## src/rtl/core/kred_pkg.sv

```systemverilog
package kred_pkg;

  localparam int KEY_SLOTS = 6;
  localparam int EVENTS    = 2 * KEY_SLOTS;

  localparam int IN_DATA_W  = 64;
  localparam int OUT_DATA_W = 16;
  localparam int SLOT_BASE  = 15;

  localparam logic [6:0] MIN_REPORT_LEN = 7'd8;
  localparam logic [7:0] LAST_NO_KEY    = 8'd3;

  typedef logic [7:0] usage_t;

  typedef struct packed {
    logic rel;
    logic prs;
  } lane_hit_t;

  typedef struct packed {
    logic shift;
    logic ctrl;
    logic sup;
  } mods_t;

  function automatic logic is_mapped(input usage_t u);
    logic hit;
    hit = ((u >= 8'h04) && (u <= 8'h31)) || ((u >= 8'h33) && (u <= 8'h38));
    return hit;
  endfunction

endpackage

```

## src/rtl/core/keyboard_report_key_event_diff.sv

```systemverilog
// Channel | Dir | Ports                        | Beat
// in      | in  | in_tvalid/in_tready/in_tdata | one boot keyboard report
// out     | out | out_tvalid/out_tready/out_*  | one key event, tlast on the report's last
//
// A report is compared against the stored slots in the cycle it is accepted,
// by one lane per slot; the merge stage then sends its events one per cycle
// while out_tready is high. A report's events occupy the event queue until each
// has moved to the output register, where an event waits while out_tready is low.
// The next report is taken in the cycle the last event moves to the output register.
// Short reports and reports with no change do not occupy the event queue.
// Reset (rst_n low, synchronous) clears the stored slots and empties the queue.
module keyboard_report_key_event_diff
  import kred_pkg::*;
(
  input  logic                   clk,
  input  logic                   rst_n,
  input  logic                   in_tvalid,
  output logic                   in_tready,
  // [6:0] report_length, [14:7] modifier_bits, [22:15] key_slot_0,
  // [30:23] key_slot_1, [38:31] key_slot_2, [46:39] key_slot_3,
  // [54:47] key_slot_4, [62:55] key_slot_5, [63] zero
  input  logic [IN_DATA_W-1:0]   in_tdata,
  output logic                   out_tvalid,
  input  logic                   out_tready,
  // [7:0] usage_code, [8] released, [9] shift_held, [10] ctrl_held,
  // [11] super_held, [12] mapped, [15:13] zero
  output logic [OUT_DATA_W-1:0]  out_tdata,
  output logic                   out_tlast
);

  usage_t [KEY_SLOTS-1:0]  prev_r, prev_nxt;
  usage_t [KEY_SLOTS-1:0]  fresh;
  lane_hit_t [KEY_SLOTS-1:0] hits;
  logic [EVENTS-1:0]       ev_mask;
  usage_t [EVENTS-1:0]     ev_codes;
  mods_t                   mods;
  logic [6:0]              rep_len;
  logic [7:0]              mod_bits;
  logic                    accept;
  logic                    long_rep;
  logic                    load;
  logic                    can_load;

  always_comb begin
    rep_len  = in_tdata[6:0];
    mod_bits = in_tdata[14:7];
    for (int i = 0; i < KEY_SLOTS; i++) begin
      fresh[i] = in_tdata[SLOT_BASE + 8*i +: 8];
    end
    mods.ctrl  = mod_bits[0] | mod_bits[4];
    mods.shift = mod_bits[1] | mod_bits[5];
    mods.sup   = mod_bits[3] | mod_bits[7];
  end

  for (genvar g = 0; g < KEY_SLOTS; g++) begin : g_lane
    kred_lane u_lane (
      .old_code    (prev_r[g]),
      .new_code    (fresh[g]),
      .prev_slots  (prev_r),
      .fresh_slots (fresh),
      .hit         (hits[g])
    );
  end

  always_comb begin
    for (int i = 0; i < KEY_SLOTS; i++) begin
      ev_mask[2*i]    = hits[i].rel;
      ev_mask[2*i+1]  = hits[i].prs;
      ev_codes[2*i]   = prev_r[i];
      ev_codes[2*i+1] = fresh[i];
    end
  end

  assign in_tready = can_load;
  assign accept    = in_tvalid && in_tready;
  assign long_rep  = (rep_len >= MIN_REPORT_LEN);
  assign load      = accept && long_rep;
  assign prev_nxt  = load ? fresh : prev_r;

  always_ff @(posedge clk) begin
    if (!rst_n) begin
      prev_r <= '0;
    end else begin
      prev_r <= prev_nxt;
    end
  end

  kred_merge u_merge (
    .clk        (clk),
    .rst_n      (rst_n),
    .load       (load),
    .load_mask  (ev_mask),
    .load_codes (ev_codes),
    .load_mods  (mods),
    .can_load   (can_load),
    .out_tvalid (out_tvalid),
    .out_tready (out_tready),
    .out_tdata  (out_tdata),
    .out_tlast  (out_tlast)
  );

`ifndef SYNTHESIS
  a_store_on_long: assert property (@(posedge clk) disable iff (!rst_n)
    load |=> (prev_r == $past(fresh)))
    else $error("stored slots not replaced by accepted report");

  a_hold_on_short: assert property (@(posedge clk) disable iff (!rst_n)
    (accept && !long_rep) |=> $stable(prev_r))
    else $error("short report changed stored slots");

  a_reset_empty: assert property (@(posedge clk)
    !rst_n |=> (!out_tvalid && in_tready))
    else $error("event queue not empty after reset");
`endif

endmodule

```

## src/rtl/core/kred_lane.sv

```systemverilog
module kred_lane
  import kred_pkg::*;
(
  input  usage_t                    old_code,
  input  usage_t                    new_code,
  input  usage_t [KEY_SLOTS-1:0]    prev_slots,
  input  usage_t [KEY_SLOTS-1:0]    fresh_slots,
  output lane_hit_t                 hit
);

  logic old_seen;
  logic new_seen;

  always_comb begin
    old_seen = 1'b0;
    new_seen = 1'b0;
    for (int k = 0; k < KEY_SLOTS; k++) begin
      if (fresh_slots[k] == old_code) old_seen = 1'b1;
      if (prev_slots[k] == new_code) new_seen = 1'b1;
    end
    hit.rel = (old_code > LAST_NO_KEY) && !old_seen;
    hit.prs = (new_code > LAST_NO_KEY) && !new_seen;
  end

endmodule

```

## src/rtl/core/kred_merge.sv

```systemverilog
module kred_merge
  import kred_pkg::*;
(
  input  logic                     clk,
  input  logic                     rst_n,
  input  logic                     load,
  input  logic [EVENTS-1:0]        load_mask,
  input  usage_t [EVENTS-1:0]      load_codes,
  input  mods_t                    load_mods,
  output logic                     can_load,
  output logic                     out_tvalid,
  input  logic                     out_tready,
  output logic [OUT_DATA_W-1:0]    out_tdata,
  output logic                     out_tlast
);

  logic [EVENTS-1:0]     pend_r, pend_nxt;
  usage_t [EVENTS-1:0]   codes_r;
  mods_t                 mods_r;

  logic                  out_valid_r, out_valid_nxt;
  logic [OUT_DATA_W-1:0] out_data_r;
  logic                  out_last_r;

  logic [EVENTS-1:0]     lowbit;
  logic [EVENTS-1:0]     rest;
  logic                  emit;
  usage_t                sel_code;
  logic                  sel_rel;
  logic [OUT_DATA_W-1:0] sel_data;

  always_comb begin
    lowbit   = pend_r & (~pend_r + {{(EVENTS-1){1'b0}}, 1'b1});
    rest     = pend_r & ~lowbit;
    emit     = (pend_r != '0) && (!out_valid_r || out_tready);
    can_load = (pend_r == '0) || (emit && (rest == '0));

    sel_code = '0;
    sel_rel  = 1'b0;
    for (int k = 0; k < EVENTS; k++) begin
      if (lowbit[k]) begin
        sel_code = sel_code | codes_r[k];
        // even positions are releases, odd ones presses
        sel_rel  = sel_rel | ((k % 2) == 0);
      end
    end

    sel_data       = '0;
    sel_data[7:0]  = sel_code;
    sel_data[8]    = sel_rel;
    sel_data[9]    = !sel_rel && mods_r.shift;
    sel_data[10]   = !sel_rel && mods_r.ctrl;
    sel_data[11]   = !sel_rel && mods_r.sup;
    sel_data[12]   = is_mapped(sel_code);

    if (load) begin
      pend_nxt = load_mask;
    end else if (emit) begin
      pend_nxt = rest;
    end else begin
      pend_nxt = pend_r;
    end

    if (emit) begin
      out_valid_nxt = 1'b1;
    end else if (out_tready) begin
      out_valid_nxt = 1'b0;
    end else begin
      out_valid_nxt = out_valid_r;
    end
  end

  always_ff @(posedge clk) begin
    if (!rst_n) begin
      pend_r      <= '0;
      out_valid_r <= 1'b0;
    end else begin
      pend_r      <= pend_nxt;
      out_valid_r <= out_valid_nxt;
    end
  end

  always_ff @(posedge clk) begin
    if (load) begin
      codes_r <= load_codes;
      mods_r  <= load_mods;
    end
    if (emit) begin
      out_data_r <= sel_data;
      out_last_r <= (rest == '0);
    end
  end

  assign out_tvalid = out_valid_r;
  assign out_tdata  = out_data_r;
  assign out_tlast  = out_last_r;

endmodule

```

## config.mk

```make
export PLATFORM = sky130hd
export DESIGN_NAME = keyboard_report_key_event_diff
export DESIGN_NICKNAME = d
export VERILOG_FILES = /design/src/rtl/core/kred_pkg.sv /design/src/rtl/core/keyboard_report_key_event_diff.sv /design/src/rtl/core/kred_lane.sv /design/src/rtl/core/kred_merge.sv
export SDC_FILE = /design/constraint.sdc
export NUM_CORES = 1
export LEC_CHECK = 0
export BUFFER_PORTS_ARGS = -buffer_cell sky130_fd_sc_hd__buf_2
export CELL_PAD_IN_SITES_DETAIL_PLACEMENT = 1
export CELL_PAD_IN_SITES_GLOBAL_PLACEMENT = 1
export CORE_MARGIN = 4
export CORE_UTILIZATION = 40
export DETAILED_ROUTE_END_ITERATION = 8
export PLACE_DENSITY = 0.79
export SLEW_MARGIN = 20
export SYNTH_ARGS = -nofsm -noshare
export SYNTH_HDL_FRONTEND = slang
export SYNTH_SLANG_ARGS = --single-unit
```

## constraint.sdc

```tcl
create_clock -name clk -period 5.2 [get_ports clk]
set_input_delay 0.26 -clock clk [delete_from_list [all_inputs] [get_ports clk]]
set_output_delay 0.26 -clock clk [all_outputs]
set_load 0.01 [all_outputs]
```

==> flow_metrics.py <==
metrics = {
    "floorplan": {
        "core_region_area_mm2": 0.0255,
        "die_h_um": 170,
        "dieArea_mm2": 0.0288,
        "initial_core_util": 0.411,
        "rows": 58,
        "pin_count": 87,
        "die_w_um": 170,
    },
    "job": {
        "cap_violations": 0,
    },
    "synth": {
        "synth_area_mm2": 0.0105,
        "yosysSeqAreaShare": 0.441,
        "synth-edff-count": 113,
        "synthTopCellsByArea": "edfxtp_1 (32%), xnor2_1 (15%), dfxtp_1 (12%)",
        "async_reset_ff_frac": 0,
        "ys.flop_type": "edfxtp_1",
        "synth_cell_types": 60,
        "yosys.area.top_type": "edfxtp_1",
        "avgSynthCellArea_um2": 9.62,
        "synth_top_area_frac": 0.324,
        "yosysMostFrequentCell": "xnor2_1",
        "postSynthCellCount": 1088,
        "yosysWarnings": 0,
        "synth-seq-cells": 174,
        "synthTopCellsByCount": "xnor2_1 (184), edfxtp_1 (113), clkbuf_1 (108), xor2_1 (104), nand2_1 (76)",
    },
    "timing": {
        "fin_crit_sh": 0.669,
        "worst_slew_pin_slew_ns": 1.04,
        "fmax_mhz": 288,
        "slew_violations": 0,
        "setup_viol": 0,
        "final_hold_viol_count": 0,
        "rsz0062_at_grt": "no",
        "fin_crit_ns": 3.48,
        "fin_worst_skew_ns": 0.00907,
        "whs_ns": 0.0868,
        "fin_setup_tns_ns": 0,
        "max-slew-margin-rel": 0.307,
        "final.setup.worst_slack_ns": 1.72,
    },
    "global_routing": {
        "grt_usage": 0.266,
        "grt_pass1_vias": 9240,
        "grt_overflow": 0,
        "grt_max_degree": 99,
        "antenna_found_initial": 0,
        "grt_pass1_wl_um": 57400,
    },
    "route": {
        "wire_per_inst_um": 27.6,
        "postRouteAntennaNets": 0,
        "drt_iter0_markers": 1048,
        "vias": 8904,
        "drc": 0,
        "firstDrtPassIters": 5,
        "viasPerCell": 6.35,
        "drt_wl_total_um": 38700,
    },
    "critical_path": {
        "cp_cell_sequence": "or4_4 -> o32a_1 -> a221oi_2 -> o21ai_1 -> nor4bb_1 -> a21o_1 -> buf_2",
        "path_class": "reg2out",
        "crit_buf_inv": 1,
        "endpoint_kind": "output port",
        "rr_startpoint": "u_merge.pend_r[0]",
        "path_depth": 7,
        "r2r.worst_path.cells": 9,
        "cp_top_family": "simple AND/OR/NAND/NOR gates",
        "crit_start": "u_merge.pend_r[0]",
        "r2r_end": "u_merge.out_tdata[12]",
        "worstPathRequired_ns": 4.94,
        "cpPeakStageDelay_ns": 0.69,
        "arrival_ns": 3.22,
        "cp_max_fo": 26,
        "slowest_stage": "or4_4",
        "start_kind": "flop",
        "r2r_setup_slack_ns": 1.79,
    },
    "final_layout": {
        "area_growth_pct": 9.21,
        "final_util": 0.449,
        "diodes": 0,
        "fin_nets": 1128,
        "fin_area_mm2": 0.0114,
        "finalNonFillerCells": 1402,
        "layout-drive-gt1-share": 0.119,
    },
    "placement": {
        "dpl.hpwl_um": 25600,
        "placed_cell_area_mm2": 0.0108,
        "globalplace.congestion": 0.970,
        "dp_worst_setup_slack_ns": 1.96,
        "port-buffer-count": 77,
        "place_inst": 1371,
    },
    "run_status": {
        "run_status": "completed",
    },
    "clock_network": {
        "numCtsBuffers": 17,
        "cts-root-buf": "clkbuf_16",
        "clk_path_buf_depth": 2,
        "post_cts_buffers": 0,
        "cts.sink_count": 174,
        "path_clk_slew_ns": 0.07,
        "clk_latency_ns": 0.43,
        "cts-hold-fix-buffers": 0,
        "cts_resized": 0,
        "h-tree-depth": 4,
        "cts_tree": "yes",
    },
    "pwr": {
        "peakVddDrop_v": 0.00106,
        "powerDensity_mw_per_mm2": 687,
        "power_mw": 7.86,
        "cellLeakagePower_nw": 3.85,
    },
    "worst_hold_path": {
        "hp-class": "in2reg",
        "worstHoldStart": "in_tdata[10]",
        "min_to": "u_merge.mods_r[0]",
        "min_path_cells": 2,
    },
}
[registers in the layout (all words and copies together) (netlist names)]
name	flops
u_merge.codes_r	96
ev_codes	48
u_merge.out_tdata	13
u_merge.pend_r	12
u_merge.mods_r	3
u_merge.out_tlast	1
u_merge.out_tvalid	1
[worst max path at each step]
stage                                     to
after detailed placement   u_merge.pend_r[4]
after global routing               in_tready
final                              in_tready
after CTS                          in_tready
after global placement     u_merge.pend_r[4]
after floorplan           u_merge.codes_r[0]
[worst reg2reg max path: stages, from the launching register on]
cell and delay, ns:
dfxtp_1 0.92, nor4_1 0.16, buf_4 0.23, and2_0 0.31
a2111oi_0 0.62, buf_4 0.25, nand3_1 0.16, nor2_1 0.17
a21oi_1 0.08, o221a_2 0.26
[metal layers]
layer | GRT usage | wire (um) | part of all wire
met1 | 0.319 | 14000 | 0.36
met2 | 0.447 | 18700 | 0.48
met4 | 0.145 | 2240 | 0.058
met5 | 0 | 0 | 0
met3 | 0.0559 | 3710 | 0.096
[cell families (layout without fill, tap and decap cells)]
family                   count (synthesis)  after routing  share of synthesized area
AO/OA/AOI/OAI                          154            154                     0.0974
XOR/XNOR                               288            288                      0.241
adder cells (fa/ha/maj)                  1              1                   0.000957
buffers and inverters                  145            127                     0.0567
flip-flops                             174            174                      0.441
other                                    1              3                   0.000358
AND/OR/NAND/NOR                        325            325                      0.163
[report_power, final]
part           total, mW  internal, mW  switching, mW
Sequential          3.42          2.40           1.03
Clock               1.36         0.768          0.594
Combinational       3.07          1.23           1.84
[cell type report]
class                   count  area [um^2]
flip-flops and latches    174         4610
well taps                 330          413
fillers                  2844        14000
clock buffers              18          429
multi-input cells         771         5270
repair buffers             90          498
inverters                   6         22.5
clock inverters            13          179
[placed cells by master (no fill, tap or decap), types with 13 or more instances in the layout]
cell type and instances:
nand3_1 62, o21ai_0 58, xnor2_1 184, dfxtp_1 61, nor4_1 32, nand4_1 52, nor2_1 41, nor3_1 13
xor2_1 104, edfxtp_1 113, buf_2 76, nand2_1 76, a21oi_1 16, buf_4 13, clkbuf_16 17
Power figures use the tool's default switching activity.
